`config.mk`:
```
export PLATFORM = sky130hd
export DESIGN_NAME = wsm_ctrl
export DESIGN_NICKNAME = d
export VERILOG_FILES = /design/src/rtl/core/wsm_pkg.sv /design/src/rtl/core/wsm_ctrl.sv
export SDC_FILE = /design/constraint.sdc
export NUM_CORES = 1
export LEC_CHECK = 0
export BUFFER_PORTS_ARGS = -buffer_cell sky130_fd_sc_hd__buf_2
export CAP_MARGIN = 20
export CORE_AREA = 4 4 41 43
export DETAILED_ROUTE_END_ITERATION = 16
export DIE_AREA = 0 0 45 47
export PLACE_DENSITY_LB_ADDON = 0.3
export SLEW_MARGIN = 25
export SYNTH_ARGS = -nofsm -noshare
export SYNTH_HDL_FRONTEND = slang
export SYNTH_SLANG_ARGS = --single-unit
```
`constraint.sdc`:
```
create_clock -name i_clk -period 4.55 [get_ports i_clk]
set_input_delay 0.455 -clock i_clk [delete_from_list [all_inputs] [get_ports i_clk]]
set_output_delay 0.455 -clock i_clk [all_outputs]
set_load 0.01 [all_outputs]
```
`src/rtl/core/wsm_pkg.sv`:
```
// Shared constants and control types for the word memory with working-set monitor.
// No dependencies; imported by every module of the block except wsm_ram.
`default_nettype none

package wsm_pkg;

    // Word address width; the word store and the page epoch store have this many address bits.
    localparam int ADDR_BITS   = 16;
    localparam int STORE_DEPTH = 1 << ADDR_BITS;

    // Page divider: quotient bits resolved per cycle and cycles per division.
    localparam int DIV_RADIX_BITS = 4;
    localparam int DIV_CYCLES     = (ADDR_BITS + DIV_RADIX_BITS - 1) / DIV_RADIX_BITS;
    localparam int DIV_W          = DIV_CYCLES * DIV_RADIX_BITS;
    localparam int DIV_CNT_W      = (DIV_CYCLES > 1) ? $clog2(DIV_CYCLES) : 1;
    localparam logic [DIV_CNT_W-1:0] DIV_LAST = DIV_CNT_W'(DIV_CYCLES - 1);

    // Field and register widths.
    localparam int DATA_W   = 32;
    localparam int PAGE_W   = 17;
    localparam int WIN_W    = 16;
    localparam int WSS_W    = 17;
    localparam int EPOCH_W  = 16;
    localparam logic [EPOCH_W-1:0] EPOCH_MAX = '1;

    // Opcodes.
    localparam logic OP_READ  = 1'b0;
    localparam logic OP_WRITE = 1'b1;

    // Register word indexes (address bit 2); PADDR_W is the byte address width.
    localparam int PADDR_W = 3;
    localparam logic REG_PAGE_WORDS    = 1'b0;
    localparam logic REG_WINDOW_LENGTH = 1'b1;

    // Commands from controller to datapath.
    typedef struct packed {
        logic load;
        logic div_step;
        logic store_acc;
        logic look;
        logic commit;
        logic clr_step;
    } t_dp_cmd;

    // Status from datapath to controller.
    typedef struct packed {
        logic sweep_last;
        logic wrap;
    } t_dp_sts;

endpackage

`default_nettype wire

```
`src/rtl/core/wsm_ctrl.sv`:
```
// Controller: sequences accept, page division, epoch lookup, commit and clear sweeps.
// Depends on wsm_pkg.
`default_nettype none

module wsm_ctrl
    import wsm_pkg::*;
(
    input  wire          i_clk,
    input  wire          i_rst_n,
    input  wire          i_s_valid,
    output logic         o_s_ready,
    output logic         o_m_valid,
    input  wire          i_m_ready,
    output t_dp_cmd      o_cmd,
    input  wire t_dp_sts i_sts
);

    typedef enum logic [4:0] {
        S_CLEAR = 5'b00001,
        S_IDLE  = 5'b00010,
        S_DIV   = 5'b00100,
        S_LOOK  = 5'b01000,
        S_FIN   = 5'b10000
    } t_state;

    t_state                 r_state, n_state;
    logic [DIV_CNT_W-1:0]   r_div_cnt, n_div_cnt;
    logic                   r_out_valid, n_out_valid;

    always_comb begin
        n_state     = r_state;
        n_div_cnt   = r_div_cnt;
        n_out_valid = r_out_valid && !i_m_ready;
        o_cmd       = '0;
        case (r_state)
            S_CLEAR: begin
                o_cmd.clr_step = 1'b1;
                if (i_sts.sweep_last) n_state = S_IDLE;
            end
            S_IDLE: begin
                if (i_s_valid) begin
                    o_cmd.load = 1'b1;
                    n_div_cnt  = '0;
                    n_state    = S_DIV;
                end
            end
            S_DIV: begin
                o_cmd.div_step  = 1'b1;
                o_cmd.store_acc = (r_div_cnt == '0);
                if (r_div_cnt == DIV_LAST) begin
                    n_state = S_LOOK;
                end else begin
                    n_div_cnt = r_div_cnt + DIV_CNT_W'(1);
                end
            end
            S_LOOK: begin
                o_cmd.look = 1'b1;
                n_state    = S_FIN;
            end
            S_FIN: begin
                // hold until the result slot is free
                if (!r_out_valid || i_m_ready) begin
                    o_cmd.commit = 1'b1;
                    n_out_valid  = 1'b1;
                    n_state      = i_sts.wrap ? S_CLEAR : S_IDLE;
                end
            end
            default: n_state = S_CLEAR;
        endcase
    end

    always_ff @(posedge i_clk) begin
        if (!i_rst_n) begin
            r_state     <= S_CLEAR;
            r_div_cnt   <= '0;
            r_out_valid <= 1'b0;
        end else begin
            r_state     <= n_state;
            r_div_cnt   <= n_div_cnt;
            r_out_valid <= n_out_valid;
        end
    end

    assign o_s_ready = (r_state == S_IDLE);
    assign o_m_valid = r_out_valid;

`ifndef SYNTH
    a_out_from_fin: assert property (@(posedge i_clk) disable iff (!i_rst_n)
        $rose(r_out_valid) |-> $past(r_state == S_FIN))
        else $error("result raised outside commit");
    a_div_len: assert property (@(posedge i_clk) disable iff (!i_rst_n)
        (r_state == S_DIV) && (r_div_cnt == DIV_LAST) |=> r_state == S_LOOK)
        else $error("divider ran past its last step");
`endif

endmodule

`default_nettype wire

```
Word-level counts from Yosys, hierarchy flattened
Index checks and enable logic that the tools add are counted.
- flip-flop bits (word level): 8
- input port bits: 6
- output and inout bits: 8
- word-level logic and storage cells: 41
- add/subtract/negate cells: 1
- eq/ne operators: 11
- mux-type cells: 18
- reductions and logical operators: 8
- operators by type and width (kind ; number):
    $pmux 5 s5 ; 1
    $mux 5 ; 4
    $ne 2x2->1 const B ; 5
    $mux 1 ; 8
    $mux 2 ; 4
    $eq 5x1->1 const B ; 1
    $eq 5x2->1 const B ; 1
    $eq 5x3->1 const B ; 1
    $eq 5x4->1 const B ; 1
    $eq 5x5->1 const B ; 1
    $pmux 2 s2 ; 1
    $reduce_and 4->1 ; 1
    $reduce_and 3->1 ; 1
    $add 2x1->2 const B ; 1
    $eq 2x2->1 const B ; 1
    $logic_not 1->1 ; 2
    $logic_not 2->1 ; 1
    $reduce_bool 2->1 ; 1
    $logic_and 1x1->1 ; 1
    $logic_or 1x1->1 ; 1

Logic depth before layout (Yosys ltp)
Gate-level depths: netlist of run 1.
- word-level depth: 4
- gate-level depth with buffers: 5
- mapped depth without buffers: 5

Least setup slack after synthesis of run 1
No wires, ideal clock.
- path kind: register to register
- start: register r_state[1]
- end: register r_state[0]
- library setup time: 130 ps
- arrival time: 1479 ps
- data required time: 4420 ps
- slack: 2941 ps
- stages on the path, launching flop included: 6
- buffers on the path: 1
- period minus slack after synthesis: 1609 ps
- cell sequence: dfxtp_1 buf_6 or4b_4 or3_4 nand4_2 o311ai_1
- word-level cells in the longest chain between the ends: 3
- elaborated cells between the ends (all ways): 11
- those cells by class: 9 x eq/ne; 1 x mux; 1 x reduce/logical
- RTL lines (element ; RTL line ; text):
    start: declaration ; wsm_ctrl.sv:26 ; t_state r_state, n_state;
    start signal: assignment ; wsm_ctrl.sv:78 ; r_state <= n_state;
    $eq 5x5->1, or another cell as far along ; wsm_ctrl.sv:35 ; case (r_state)
    $ne 2x2->1 (no source line) ; -- ;
    $reduce_and 4->1 (no source line) ; -- ;
Several ways; a longest one is shown, not always the timed one.
A chain may end at the register's enable or synchronous reset.

==> results of run 1 <==
[synthesized netlist by cell type, types with 2 or more instances]
master / instances / share of area [%]
dfxtp_1: 8 / 34
nor2_1: 7 / 5.5
inv_1: 6 / 4.7
nand3_1: 5 / 5.2
a21oi_1: 4 / 4.2
nand2_1: 3 / 2.4
nor2b_1: 3 / 3.9
and2_1: 2 / 2.6
ha_1: 2 / 5.2
nand3b_1: 2 / 3.1
nor3_1: 2 / 2.1
[cell families after synthesis]
family / Yosys count / share of synthesized area (%)
buffers and inverters: 7 / 7.068
adder cells (fa/ha/maj): 2 / 5.235
AO/OA/AOI/OAI: 10 / 13.61
flip-flops: 8 / 33.51
AND/OR/NAND/NOR: 31 / 38.74
XOR/XNOR: 1 / 1.833
[final timing paths]
path / from / end / slack (ns)
hold reg to reg: r_div_cnt[1] / r_div_cnt[1] / 0.49
setup reg to reg: r_state[1] / r_state[0] / 2.90
hold / removal: i_rst_n / r_state[0] / 0.43
setup / recovery: r_state[1] / o_cmd[0] / 2.60
[registers in the layout, indices dropped and copies added (netlist names)]
| name | cells |
|---|---|
| r_state | 5 |
| o_m_valid | 1 |
| r_div_cnt | 2 |
[routing by layer]
metal	part of all wire, %	track usage [%]
met2	47	18.08
met5	0	0
met4	4.0	12.28
met1	46	13.33
met3	3.0	2.682
[stage by stage]
stage | cell area, um^2 | cells
5_1_grt | 573.1 | 89
3_5_place_dp | 550.5 | 86
2_1_floorplan | 478.0 | 59
6_report | 573.1 | 89
3_3_place_gp | 550.5 | 86
4_1_cts | 573.1 | 89
[layout by cell type (no fill, tap or decap), drive strengths merged, types with 2 or more instances in the layout]
master / netlist / final
and2: 2 / 2
nand2: 3 / 3
clkbuf: 0 / 3
inv: 6 / 6
nor2b: 3 / 3
ha: 2 / 2
nor3: 2 / 2
buf: 1 / 13
nand4: 2 / 2
nand3: 5 / 5
nor2: 7 / 7
nand3b: 2 / 2
dfxtp: 8 / 8
a21oi: 4 / 4
[cell type report]
type                    count  share of cell area, %
inverters                   6                  3.930
multi-input cells          44                  49.56
flip-flops and latches      8                  27.95
repair buffers             13                  11.35
well taps                  15                  3.275
clock buffers               3                  3.930
[power groups by stage]
stage,Clock (mW),Combinational (mW),Sequential [mW]
floorplan,0,0.0502,0.0811
global placement,0,0.0559,0.0860
detailed placement,0,0.0564,0.0864
CTS,0.0567,0.0568,0.0847
global route,0.0618,0.0621,0.0864
finish,0.0553,0.0559,0.0848
[worst max-delay path, cell delays in order (launching register included)]
cell and delay [ns]:
dfxtp_1 0.38, or4b_4 0.57, nor2_1 0.13, buf_2 0.15
==> impl_metrics.tcl, run 1 <==
set metrics [dict create \
    status "complete, no violations" \
    fill_cells 153 \
    hold_ws_ns 0.4298 \
    start_kind "flop" \
    cp.required_ns 4.09 \
    timing.slew.headroom_pct 69.96 \
    die_y_um 47 \
    tns_ns 0 \
    drtAntennaViolNets 0 \
    synth_cells 59 \
    hold_viol 0 \
    min_period_over_period_pct 42.82 \
    ctsResizeCount 0 \
    wl_per_cell_um 11.56 \
    area_growth_pct 19.90 \
    io_buffer_count 13 \
    syn_nets 67 \
    synth_area_um2 478.0 \
    die_w_um 45 \
    yosys_warnings 0 \
    antenna_found_initial 0 \
    cts_tree "done" \
    drt_wl_total_um 1029 \
    grt_pass1_vias 436 \
    first_iter_violations 8 \
    diodes 0 \
    power_mw 0.1959 \
    path_clk_slew_ns 0.06 \
    clockBufferDepth 2 \
    design.die.area_mm2 0.002115 \
    final_core_util_pct 44.04 \
    cp.arrival_ns 1.49 \
    p_sw_mw 0.06255 \
    worst-path-max-fanout 10 \
    gp_congestion 0.7761 \
    cp-end-kind "primary output" \
    multi_input_area_um2 284.0 \
    p_per_area_mw_per_mm2 341.9 \
    fmax_mhz 513.2 \
    p_comb_share_pct 28.5 \
    hpwlAfterDp_um 803.9 \
    swShare_pct 31.92 \
    regArea_um2 160.2 \
    rsz0062_at_grt "false" \
    reg2regPathDepth 4 \
    nets 84 \
    pwr-share-seq_pct 43.3 \
    ys_ff_latch 8 \
    cellLeakagePower_nw 0.2760 \
    drv_cap 0 \
    cts_buffers 3 \
    tightestPinTransition_ns 0.4472 \
    worst_slack_ns 2.602 \
    placementRows 13 \
    ir_drop_uv 154.8 \
    maxSlewViolCount 0 \
    cts-root-buf "clkbuf_4" \
    crit_type "reg2out" \
    postCtsSetupBuffers 0 \
    setup_viol 0 \
    num_io_pins 14 \
    hp-class "in2reg" \
    dpl_worst_slack_ns 2.870 \
    start_util_pct 36.73 \
    finalCriticalPeriod_ns 1.948 \
    layout-drive-gt1-share_pct 25.68 \
    seq_area_frac_synth_pct 33.51 \
    holdPathStages 2 \
    synth-edff-count 0 \
    grtUsageTotal_pct 11.90 \
    fin_worst_skew_ns 0.005525 \
    pwr-share-clk_pct 28.2 \
    syn-mean-instance-area_um2 8.101 \
    core-area_mm2 0.001301 \
    clk_latency_ns 0.26 \
    cts.sinks 8 \
    vias 467 \
    grt_remaining_overflow 0 \
    synth_top_flop_cell "dfxtp_1" \
    async_flop_share_pct 0 \
    grt_pass1_wl_um 1752 \
    drc_errors 0 \
    dr.pass1.iters 4 \
    drt-vias-per-instance 5.247 \
    ys_types 26 \
    ctsHoldBuffers 0 \
    p_int_mw 0.1334 \
    grt_max_degree 11 \
    htree_levels 1 \
]
Power figures use the tool's default switching activity.
==> inputs of run 2 (changes only) <==
--- a/config.mk
+++ b/config.mk
@@ -5,6 +5,7 @@
 export SDC_FILE = /design/constraint.sdc
 export NUM_CORES = 1
 export LEC_CHECK = 0
+export ABC_AREA = 1
 export BUFFER_PORTS_ARGS = -buffer_cell sky130_fd_sc_hd__buf_2
 export CAP_MARGIN = 20
 export CORE_AREA = 4 4 41 43
==> constraint.sdc (replaced) <==
create_clock -name i_clk -period 1.79 [get_ports i_clk]
set_input_delay 0.179 -clock i_clk [delete_from_list [all_inputs] [get_ports i_clk]]
set_output_delay 0.179 -clock i_clk [all_outputs]
set_load 0.01 [all_outputs]
==> run 2 against run 1 <==
- sequential share of layout area decreased by 1.3 points
- clock skew decreased by 0.0053 ns
- wire length shrank 4.0%
- power grew 150%
- largest cell class unchanged
- highest routed layer unchanged
==> impl_metrics.tcl, run 2 <==
set metrics [dict create \
    status "complete, no violations" \
    hp-class "in2reg" \
    cts.sinks 8 \
    cp.arrival_ns 1.22 \
    area_growth_pct 21.52 \
    io_buffer_count 13 \
    grt_max_degree 8 \
    min_period_over_period_pct 78.12 \
    clk_latency_ns 0.25 \
    ctsResizeCount 0 \
    regToRegEndpoint "r_state[1]" \
    grt_pass1_wl_um 1649 \
    grt_remaining_overflow 0 \
    finalCriticalPeriod_ns 1.398 \
    largest_register_ffs 5 \
    start_util_pct 37.98 \
    yosys_warnings 0 \
    ys_types 17 \
    drv_cap 0 \
    path_clk_slew_ns 0.05 \
    reg2regPathDepth 7 \
    tns_ns 0 \
    cp.required_ns 1.61 \
    antenna_found_initial 0 \
    reg2reg_from "r_div_cnt[0]" \
    hold_end "o_m_valid" \
    slowest_stage "dfxtp_1" \
    nets 97 \
    worst_slack_ns 0.3917 \
    ctsHoldBuffers 0 \
    final_cell_mix "19 x inv_1, 13 x buf_2, 10 x nand2_1, 8 x dfxtp_1, 6 x nor2_1" \
    cts_buffers 3 \
    grtUsageTotal_pct 11.25 \
    synth_cells 71 \
    cpLargestDelayFamily "simple AND/OR/NAND/NOR gates" \
    first_iter_violations 11 \
    cp_slowest_stage_delay_ns 0.35 \
    diodes 0 \
    rsz0062_at_grt "false" \
    fill_cells 150 \
    yosys.area_share.simple_pct 36.20 \
    placementRows 13 \
    vias 472 \
    grt_pass1_vias 408 \
    synthTopCellsByArea "dfxtp_1 32%, inv_1 14%, nand2_1 7.6%" \
    globalRouteMet2Util_pct 18.08 \
    num_io_pins 14 \
    hold_viol 0 \
    busiest_layer "met2" \
    dpl_worst_slack_ns 0.6528 \
    htree_levels 1 \
    cp.buffers_inverters 1 \
    synth-adder-area-share_pct 5.063 \
    final_common_cell "inv_1" \
    yosysMostFrequentCell "inv_1" \
    use_met3_pct 4.598 \
    syn-mean-instance-area_um2 6.961 \
    top_register "r_state" \
    wl_per_cell_um 9.686 \
    ys_ff_latch 8 \
    drc_errors 0 \
    synth_mux_area_share_pct 0 \
    design.die.area_mm2 0.002115 \
    drt-vias-per-instance 4.627 \
    start_kind "flop" \
    fin_worst_skew_ns 0.0001804 \
    cp-end-kind "primary output" \
    maxSlewViolCount 0 \
    drtAntennaViolNets 0 \
    global_route.usage.met1_pct 13.07 \
    synth_top_cell_by_area "dfxtp_1" \
    gp_congestion 0.7637 \
    holdPathStages 2 \
    postCtsSetupBuffers 0 \
    hold_start "i_rst_n" \
    yosysTopAreaCellShare_pct 32.41 \
    p_per_area_mw_per_mm2 801.9 \
    die_y_um 47 \
    core-area_mm2 0.001301 \
    setup_viol 0 \
    worstPathCellList "nor2_4 > nand3_1 > nor2_1 > buf_2" \
    clockBufferDepth 2 \
    hpwlAfterDp_um 809 \
    synth_common_cells "19 x inv_1, 10 x nand2_1, 8 x dfxtp_1" \
    drt_wl_total_um 988 \
    synth_xor_area_share_pct 0 \
    cts-root-buf "clkbuf_4" \
    cts_tree "done" \
    crit_type "reg2out" \
    power_mw 0.4816 \
    rrSetupSlack_ns 0.65 \
    timing.slew.headroom_pct 86.91 \
    cellLeakagePower_nw 0.3545 \
    fmax_mhz 715.2 \
    syn_nets 79 \
    final_core_util_pct 46.15 \
    tightestPinTransition_ns 0.1961 \
    synth_top_flop_cell "dfxtp_1" \
    ir_drop_uv 397.5 \
    die_w_um 45 \
    worst-path-max-fanout 5 \
    synth_top_family_by_area "simple AND/OR/NAND/NOR gates" \
    synth-edff-count 0 \
    dr.pass1.iters 4 \
    async_flop_share_pct 0 \
    layout-drive-gt1-share_pct 31.03 \
    seq_area_frac_synth_pct 32.41 \
    synth-compound-area-share_pct 11.14 \
    synth_area_um2 494.2 \
]
==> run 2: worst max-delay path by stage <==
| stage | startpoint | endpoint | slack [ns] | cells after the start |
|---|---|---|---|---|
| detailed placement | r_div_cnt[0] | r_state[1] | 0.65 | 7 |
| finish | r_state[0] | o_cmd[3] | 0.39 | 4 |
| CTS | r_state[0] | o_cmd[3] | 0.38 | 4 |
| floorplan | r_div_cnt[0] | r_div_cnt[1] | 0.75 | 7 |
| global route | r_state[2] | o_cmd[3] | 0.24 | 5 |
| global placement | r_div_cnt[0] | r_state[1] | 0.66 | 7 |
==> run 2: stage by stage <==
step / std cells / cell area [um^2] / hold WS (ns)
finish: 102 / 600.6 / 0.1991
global placement: 99 / 578.1 / 0.4534
floorplan: 71 / 494.2 / 0.2965
global route: 102 / 600.6 / 0.2024
CTS: 102 / 600.6 / 0.1955
detailed placement: 99 / 578.1 / 0.4611
==> run 2: area by class of cell <==
type                    count  area (um^2)  area share, %
flip-flops and latches      8        160.2          26.67
well taps                  15        18.77          3.125
clock buffers               3        22.52          3.750
inverters                  20        75.07          12.50
multi-input cells          43        259.0          43.12
repair buffers             13        65.06          10.83
==> run 2: cells by family after synthesis <==
family          after synthesis
compound gates                9
fa+ha+maj                     2
buf+inv                      20
flops                         8
simple gates                 32
==> run 2: power breakdown <==
part | switching, mW | internal [mW]
sequential | 0.0172 | 0.191
clock | 0.0616 | 0.0768
combinational | 0.0810 | 0.0538
==> run 2: metal layers <==
layer	routed length (um)	vias up
met5	0	-
met4	12	0
met3	82	2
met2	460	16
met1	432	201
li1	-	253
